`src/rtl/core/rbei_pkg.sv`:
```
// ============================================================================
// rbei_pkg - shared types and helpers of the rigid body Euler integrator
// Opcodes, controller states, datapath command and status records, and the
// saturation helpers used by the datapath.
// ============================================================================
package rbei_pkg;

    localparam int DEF_FRAC_BITS = 16;
    localparam int DT_BITS       = 16;
    localparam int WORD_W        = 32;
    localparam int INV_W         = 31;
    localparam int OPCODE_W      = 3;
    localparam int CFG_IDX_W     = 4;
    localparam int IN_TDATA_W    = 88;
    localparam int OUT_TDATA_W   = 200;

    localparam logic [INV_W-1:0] INV_RESET = INV_W'(65536);

    typedef enum logic [CFG_IDX_W-1:0] {
        REG_INV_MASS    = 4'd0,
        REG_INV_INERTIA = 4'd1
    } t_cfg_reg;

    typedef enum logic [OPCODE_W-1:0] {
        OP_ADD_FORCE  = 3'd0,
        OP_ADD_TORQUE = 3'd1,
        OP_SET_VEL    = 3'd2,
        OP_SET_SPIN   = 3'd3,
        OP_TRANSLATE  = 3'd4,
        OP_UPDATE     = 3'd5
    } t_opcode;

    typedef enum logic [1:0] {
        ST_IDLE,
        ST_EXEC,
        ST_MULT,
        ST_DONE
    } t_state;

    // What one pass through the shared multiplier computes.
    typedef enum logic [1:0] {
        K_VEL_DT,   // velocity times dt, added into position
        K_ACCEL,    // force sum times inverse, clipped into acceleration
        K_ACC_DT    // acceleration times dt, added into velocity
    } t_kind;

    // Which component: x, y, or the rotational one.
    typedef enum logic [1:0] {
        LANE_X,
        LANE_Y,
        LANE_ROT
    } t_lane;

    typedef struct packed {
        logic  latch;
        logic  exec;
        logic  issue;
        t_kind iss_kind;
        t_lane iss_lane;
        logic  consume;
        t_kind con_kind;
        t_lane con_lane;
        logic  load_out;
    } t_cmd;

    typedef struct packed {
        logic is_update;
    } t_status;

    typedef struct packed {
        logic                     clip;
        logic signed [WORD_W-1:0] val;
    } t_sat;

    // Clips a wide signed value to 32 bit signed and flags the clip.
    function automatic t_sat sat_wide(input logic signed [64:0] v);
        t_sat r;
        if (v > 65'sd2147483647) begin
            r.clip = 1'b1;
            r.val  = 32'sh7FFFFFFF;
        end else if (v < -65'sd2147483648) begin
            r.clip = 1'b1;
            r.val  = 32'sh80000000;
        end else begin
            r.clip = 1'b0;
            r.val  = v[WORD_W-1:0];
        end
        return r;
    endfunction

    // Saturating add of two 32 bit signed values.
    function automatic t_sat add_sat(input logic signed [WORD_W-1:0] a,
                                     input logic signed [WORD_W-1:0] b);
        logic signed [WORD_W:0] s;
        s = {a[WORD_W-1], a} + {b[WORD_W-1], b};
        return sat_wide({{(64-WORD_W){s[WORD_W]}}, s});
    endfunction

    function automatic logic signed [WORD_W-1:0] sel3(input t_lane l,
                                                      input logic signed [WORD_W-1:0] a,
                                                      input logic signed [WORD_W-1:0] b,
                                                      input logic signed [WORD_W-1:0] c);
        logic signed [WORD_W-1:0] r;
        case (l)
            LANE_X:  r = a;
            LANE_Y:  r = b;
            LANE_ROT: r = c;
            default: r = '0;
        endcase
        return r;
    endfunction

endpackage

```
`src/rtl/core/rbei_ctrl.sv`:
```
// ============================================================================
// rbei_ctrl - sequencer of the rigid body Euler integrator
// Takes requests, steps the datapath through the multiplier passes of an
// update, and hands finished results to the output register.
// ============================================================================
module rbei_ctrl
    import rbei_pkg::*;
(
    input  logic    i_clk,
    input  logic    i_rst_n,
    input  logic    i_s_tvalid,
    output logic    o_s_tready,
    output logic    o_m_tvalid,
    input  logic    i_m_tready,
    input  t_status i_status,
    output t_cmd    o_cmd
);

    t_state r_state, n_state;
    t_kind  r_kind, n_kind;
    t_lane  r_lane, n_lane;
    logic   r_busy, n_busy;
    logic   r_cvalid, n_cvalid;
    t_kind  r_ckind, n_ckind;
    t_lane  r_clane, n_clane;
    logic   r_m_valid, n_m_valid;

    always_ff @(posedge i_clk) begin
        if (!i_rst_n) begin
            r_state   <= ST_IDLE;
            r_kind    <= K_VEL_DT;
            r_lane    <= LANE_X;
            r_busy    <= 1'b0;
            r_cvalid  <= 1'b0;
            r_ckind   <= K_VEL_DT;
            r_clane   <= LANE_X;
            r_m_valid <= 1'b0;
        end else begin
            r_state   <= n_state;
            r_kind    <= n_kind;
            r_lane    <= n_lane;
            r_busy    <= n_busy;
            r_cvalid  <= n_cvalid;
            r_ckind   <= n_ckind;
            r_clane   <= n_clane;
            r_m_valid <= n_m_valid;
        end
    end

    always_comb begin
        n_state   = r_state;
        n_kind    = r_kind;
        n_lane    = r_lane;
        n_busy    = r_busy;
        n_cvalid  = 1'b0;
        n_ckind   = r_kind;
        n_clane   = r_lane;
        n_m_valid = r_m_valid && !i_m_tready;
        o_s_tready = 1'b0;
        o_cmd          = '0;
        o_cmd.iss_kind = r_kind;
        o_cmd.iss_lane = r_lane;
        o_cmd.con_kind = r_ckind;
        o_cmd.con_lane = r_clane;

        case (r_state)
            ST_IDLE: begin
                o_s_tready = 1'b1;
                if (i_s_tvalid) begin
                    o_cmd.latch = 1'b1;
                    n_state     = ST_EXEC;
                end
            end
            ST_EXEC: begin
                if (i_status.is_update) begin
                    n_state = ST_MULT;
                    n_kind  = K_VEL_DT;
                    n_lane  = LANE_X;
                    n_busy  = 1'b1;
                end else begin
                    o_cmd.exec = 1'b1;
                    n_state    = ST_DONE;
                end
            end
            ST_MULT: begin
                // A product issued in one cycle is consumed in the next.
                o_cmd.issue   = r_busy;
                o_cmd.consume = r_cvalid;
                n_cvalid      = r_busy;
                if (r_busy) begin
                    case (r_lane)
                        LANE_X:  n_lane = LANE_Y;
                        LANE_Y:  n_lane = LANE_ROT;
                        default: begin
                            n_lane = LANE_X;
                            case (r_kind)
                                K_VEL_DT: n_kind = K_ACCEL;
                                K_ACCEL:  n_kind = K_ACC_DT;
                                default:  n_busy = 1'b0;
                            endcase
                        end
                    endcase
                end else if (r_cvalid) begin
                    n_state = ST_DONE;
                end
            end
            ST_DONE: begin
                if (!r_m_valid || i_m_tready) begin
                    o_cmd.load_out = 1'b1;
                    n_m_valid      = 1'b1;
                    n_state        = ST_IDLE;
                end
            end
            default: n_state = ST_IDLE;
        endcase
    end

    assign o_m_tvalid = r_m_valid;

endmodule

```
`config.mk`:
```
export PLATFORM = sky130hd
export DESIGN_NAME = rbei_ctrl
export DESIGN_NICKNAME = d
export VERILOG_FILES = /design/src/rtl/core/rbei_pkg.sv /design/src/rtl/core/rbei_ctrl.sv
export SDC_FILE = /design/constraint.sdc
export NUM_CORES = 1
export LEC_CHECK = 0
export ABC_AREA = 1
export ABC_CLOCK_PERIOD_IN_PS = 1500
export BUFFER_PORTS_ARGS = -buffer_cell sky130_fd_sc_hd__buf_2
export CAP_MARGIN = 20
export CORE_UTILIZATION = 48
export CTS_BUF_LIST = sky130_fd_sc_hd__clkbuf_4 sky130_fd_sc_hd__clkbuf_8 sky130_fd_sc_hd__clkbuf_16
export CTS_CLUSTER_SIZE = 12
export DETAILED_ROUTE_END_ITERATION = 12
export PLACE_DENSITY_LB_ADDON = 0.1
export SETUP_SLACK_MARGIN = 0.4
export SKIP_LAST_GASP = 1
export SLEW_MARGIN = 10
export SYNTH_ARGS = -nofsm -noshare
export SYNTH_HDL_FRONTEND = slang
export SYNTH_SLANG_ARGS = --single-unit
```
`constraint.sdc`:
```
create_clock -name i_clk -period 1.5 [get_ports i_clk]
set_input_delay 0.3 -clock i_clk [delete_from_list [all_inputs] [get_ports i_clk]]
set_output_delay 0.3 -clock i_clk [all_outputs]
set_load 0.03 [all_outputs]
```
Word-level counts from Yosys, hierarchy flattened
Index checks and enable logic that the tools add are counted. W data, S select, Z words.

Register bits: 13. Latch bits: 0. Memory bits (writable): 0. Bits in read-only memories: 0. Bits of input ports: 5. Output and inout bits: 15. Logic and storage cells: 65. Memories: 0.

Add/subtract/negate cells: 0. Multipliers: 0. Divide/modulo/power cells: 0. Magnitude comparators: 0. Equality and inequality tests: 13. Shift operators: 0. Multiplexer cells: 30. Bitwise operators: 0. Reductions and logical operators: 14.

Operator list (count): $mux W1 (16); $mux W2 (8); $pmux W2 S2 (4); $ne A2 B2 Y1 const B (7); $pmux W2 S4 (1); $eq A2 B1 Y1 const B (3); $logic_not A2 Y1 (3); $reduce_and A5 Y1 (1); $eq A2 B2 Y1 const B (2); $reduce_and A4 Y1 (1); $reduce_or A2 Y1 (2); $ne A3 B1 Y1 const B (1); $reduce_and A3 Y1 (1); $logic_not A1 Y1 (2); $pmux W1 S2 (1); $reduce_and A2 Y1 (1); $reduce_bool A2 Y1 (1); $logic_and A1 B1 Y1 (1); $logic_or A1 B1 Y1 (1).

Longest topological paths before layout
Depth after elaboration: 6. Mapped depth: 8. Depth with buffers taken out: 8.

Least setup slack after synthesis
Ideal clock, no wire load.

Path kind: register to output. From: register r_state[0]. To: output port o_cmd[12] in the netlist's numbering. Arrival time: 1.111 ns. Required time: 1.200 ns. Slack: 0.089 ns. Stages on the path, launching flop included: 5. Buffers on the path: 0. Path through: dfxtp_1 inv_1 ha_1 nand2_1 inv_1.

RTL lines: from (decl) (RTL line rbei_ctrl.sv:19) `t_state r_state, n_state;`; from (signal assigned) (RTL line rbei_ctrl.sv:39) `r_state <= n_state;`; to (decl) (RTL line rbei_ctrl.sv:16) `output t_cmd o_cmd`.

==> results.cfg <==
[status]
status = completed

[clock_tree]
clkSinkCount = 13
cts_buffer_depth = 2
cts_buffers = 3
insertion_delay_ns = 0.28
cts_tree = built
clkTransAtPathRegs_ns = 0.09
cts_hold_buffers = 0
clockRootBuffer = clkbuf_4
ctsHtreeMaxLevel = 1

[die]
num_rows = 13
io_pins = 20
dieHeight_um = 39.1
core_um2 = 1280
fp.dieW_um = 39.1
dieArea_um2 = 1530
start_util_pct = 51.4

[route]
drt_first_pass_iters = 4
post_drt_via_cell_ratio = 5.16
drtIter0Drc = 12
num_vias = 707
ant_nets = 0
routed_wirelength_mm = 1.93
drc = 0
avgRoutedWirePerCell_um = 14.1

[synthesis]
synth_ff_type = dfxtp_1
synth_warnings = 0
seq_area_frac_synth_pct = 39.4
netlist_instances = 92
syn_avg_cell_area_um2 = 7.18
synth_top_cell_area_share_pct = 39.4
synthesis.area_um2 = 661
synthesis.nets = 103
yosysUniqueCellTypes = 18
yosys-top-cells-area = dfxtp_1 (39%), ha_1 (11%), nand2_1 (11%)
synth-seq-cells = 13
yosys.area.top_type = dfxtp_1
synth-edff-count = 0
synthArstFlopShare_pct = 0

[critical_path]
worst-path-max-fanout = 6
worst-setup-path-type = reg -> out
required_ns = 1.20
arrival_ns = 1.18
worstSetupEndpointType = output port
startpoint_type = register

[finish]
area_growth_syn_to_layout_pct = 71.2
antennaDiodeCount = 0
drive_gt1_share_pct = 57.4
final_nets = 134
finalNonFillerCells = 137
final_area_um2 = 1130

[timing]
slew_viol_final = 0
clock.fmax_mhz = 677
rsz0062_at_grt = yes
period_share_pct = 98.5
tightest_slew_ns = 0.231
finalSetupViolCount = 0
final_hold_viol_count = 0
fin_skew_ns = 0.00537
slew_headroom_pct = 84.5
min_period_ns = 1.48

[pwr]
p_leak_uw = 0.000550
vdd_drop_max_uv = 1280
powerDensity_nw_per_um2 = 1890

[place]
placedInstanceArea_um2 = 871
gp_congestion = 0.758
dp_cells = 125
place_hpwl_mm = 1.05
portBuffers = 19

[global_routing]
grt.total_usage_pct = 25.7
grt.overflow.total = 0
antenna_found_initial = 0
grt_max_degree = 8
grt_pass1_vias = 627
grt_pass1_wl_mm = 2.64

[worst_hold_path]
hold_path_class = in -> reg

[run]
cap_viol_max_count = 0
path summary, 6_finish.rpt:
kind                            from                     to  slack (ns)  depth (start not counted)
min                       i_m_tready  o_m_tvalid$_SDFF_PN0_        0.32                          4
max reg2reg  r_state[1]$_SDFFE_PN0P_    r_busy$_SDFFE_PN0P_        0.06                          8
min reg2reg  n_ckind[0]$_SDFFE_PN0P_  r_ckind[0]$_SDFF_PN0_        0.47                          2
max          r_state[1]$_SDFFE_PN0P_              o_cmd[11]        0.02                          5
metrics by stage:
stage | setup TNS [ns] | hold slack, ns | utilization (%) | worst slack (ns) | total power, uW
finish | 0 | 0.322 | 88.0 | 0.0228 | 2140
global placement | 0 | 0.440 | 67.8 | 0.275 | 1430
floorplan | 0 | 0.416 | - | 0.347 | 1300
detailed placement | 0 | 0.443 | 67.8 | 0.257 | 1450
CTS | 0 | 0.318 | 83.6 | 0.0293 | 1970
global route | -0.0183 | 0.334 | 88.0 | -0.00944 | 2250
power breakdown:
group	internal [uW]	switching [uW]	leakage, uW
Combinational	606	738	0.000422
Sequential	424	121	0.000110
Clock	121	125	0.0000184
flip-flops by register name, summed over array words and instances, names as in the netlist:
name and flops:
r_state 2, r_cvalid 1, o_m_tvalid 1, r_busy 1, n_ckind 2, n_clane 2
r_ckind 2, r_clane 2
cell type report:
cell class | instances | area (um2)
repair buffers | 27 | 245
well taps | 15 | 18.8
inverters | 20 | 90.1
multi-input cells | 58 | 468
fillers | 65 | 154
clock buffers | 4 | 30.0
flip-flops and latches | 13 | 279
per-layer routing:
| layer | vias up | track usage [%] | part of all wire (%) |
|---|---|---|---|
| met5 | - | 0 | 0 |
| met4 | 0 | 10.3 | 2.3 |
| met3 | 7 | 3.47 | 3.1 |
| met2 | 25 | 50.0 | 55 |
| met1 | 333 | 26.9 | 39 |
| li1 | 342 | - | - |
Yosys cell counts (2+ instances only):
cell	number
o21ai_0	3
inv_2	2
nand3_1	6
nor3_1	2
ha_1	6
o21ai_2	2
nor2_1	7
nand2_1	19
inv_1	17
o21ai_1	2
or2_0	2
dfxtp_1	13
a21oi_1	6
cells by family after synthesis:
group | after synthesis | synth area share (%)
and+or+nand+nor | 39 | 25.8
buffers and inverters | 21 | 12.5
AOI/OAI and AO/OA | 13 | 11.0
DFF | 13 | 39.4
adders and majority gates | 6 | 11.4
repair_timing:
item | in CTS | in global routing
buffers inserted | 6 | 2
pin swaps | 12 | 6
endpoints found under the setup margin | 18 | 21
resized for setup | 42 | 15
critical path, stage by stage (launching register included):
cell and delay [ns]:
dfxtp_4 0.43, inv_4 0.07, ha_4 0.17, nand2_4 0.07, inv_4 0.03, buf_6 0.12
cell usage in the layout (no fill, tap or decap):
cell type and instances:
inv_6 1, inv_1 9, o21ai_2 1, a21oi_4 1
nor3_1 2, ha_1 1, clkbuf_4 5, ha_4 5
clkinv_1 1, inv_2 5, a21oi_2 2, inv_4 4
nand3_1 4, o21ai_1 2, buf_2 4, nor2_1 5
or2_0 2, buf_6 14, o21ai_0 2, buf_4 8
nand3b_1 1, dfxtp_2 3, dfxtp_1 6, dfxtp_4 4
nor2_4 2, o21ai_4 2, nand3_2 2, and3_1 1
nand2_1 13, nand2_4 2, a21oi_1 3, nand2_2 4
nor2_2 1
Power figures use the tool's default switching activity.
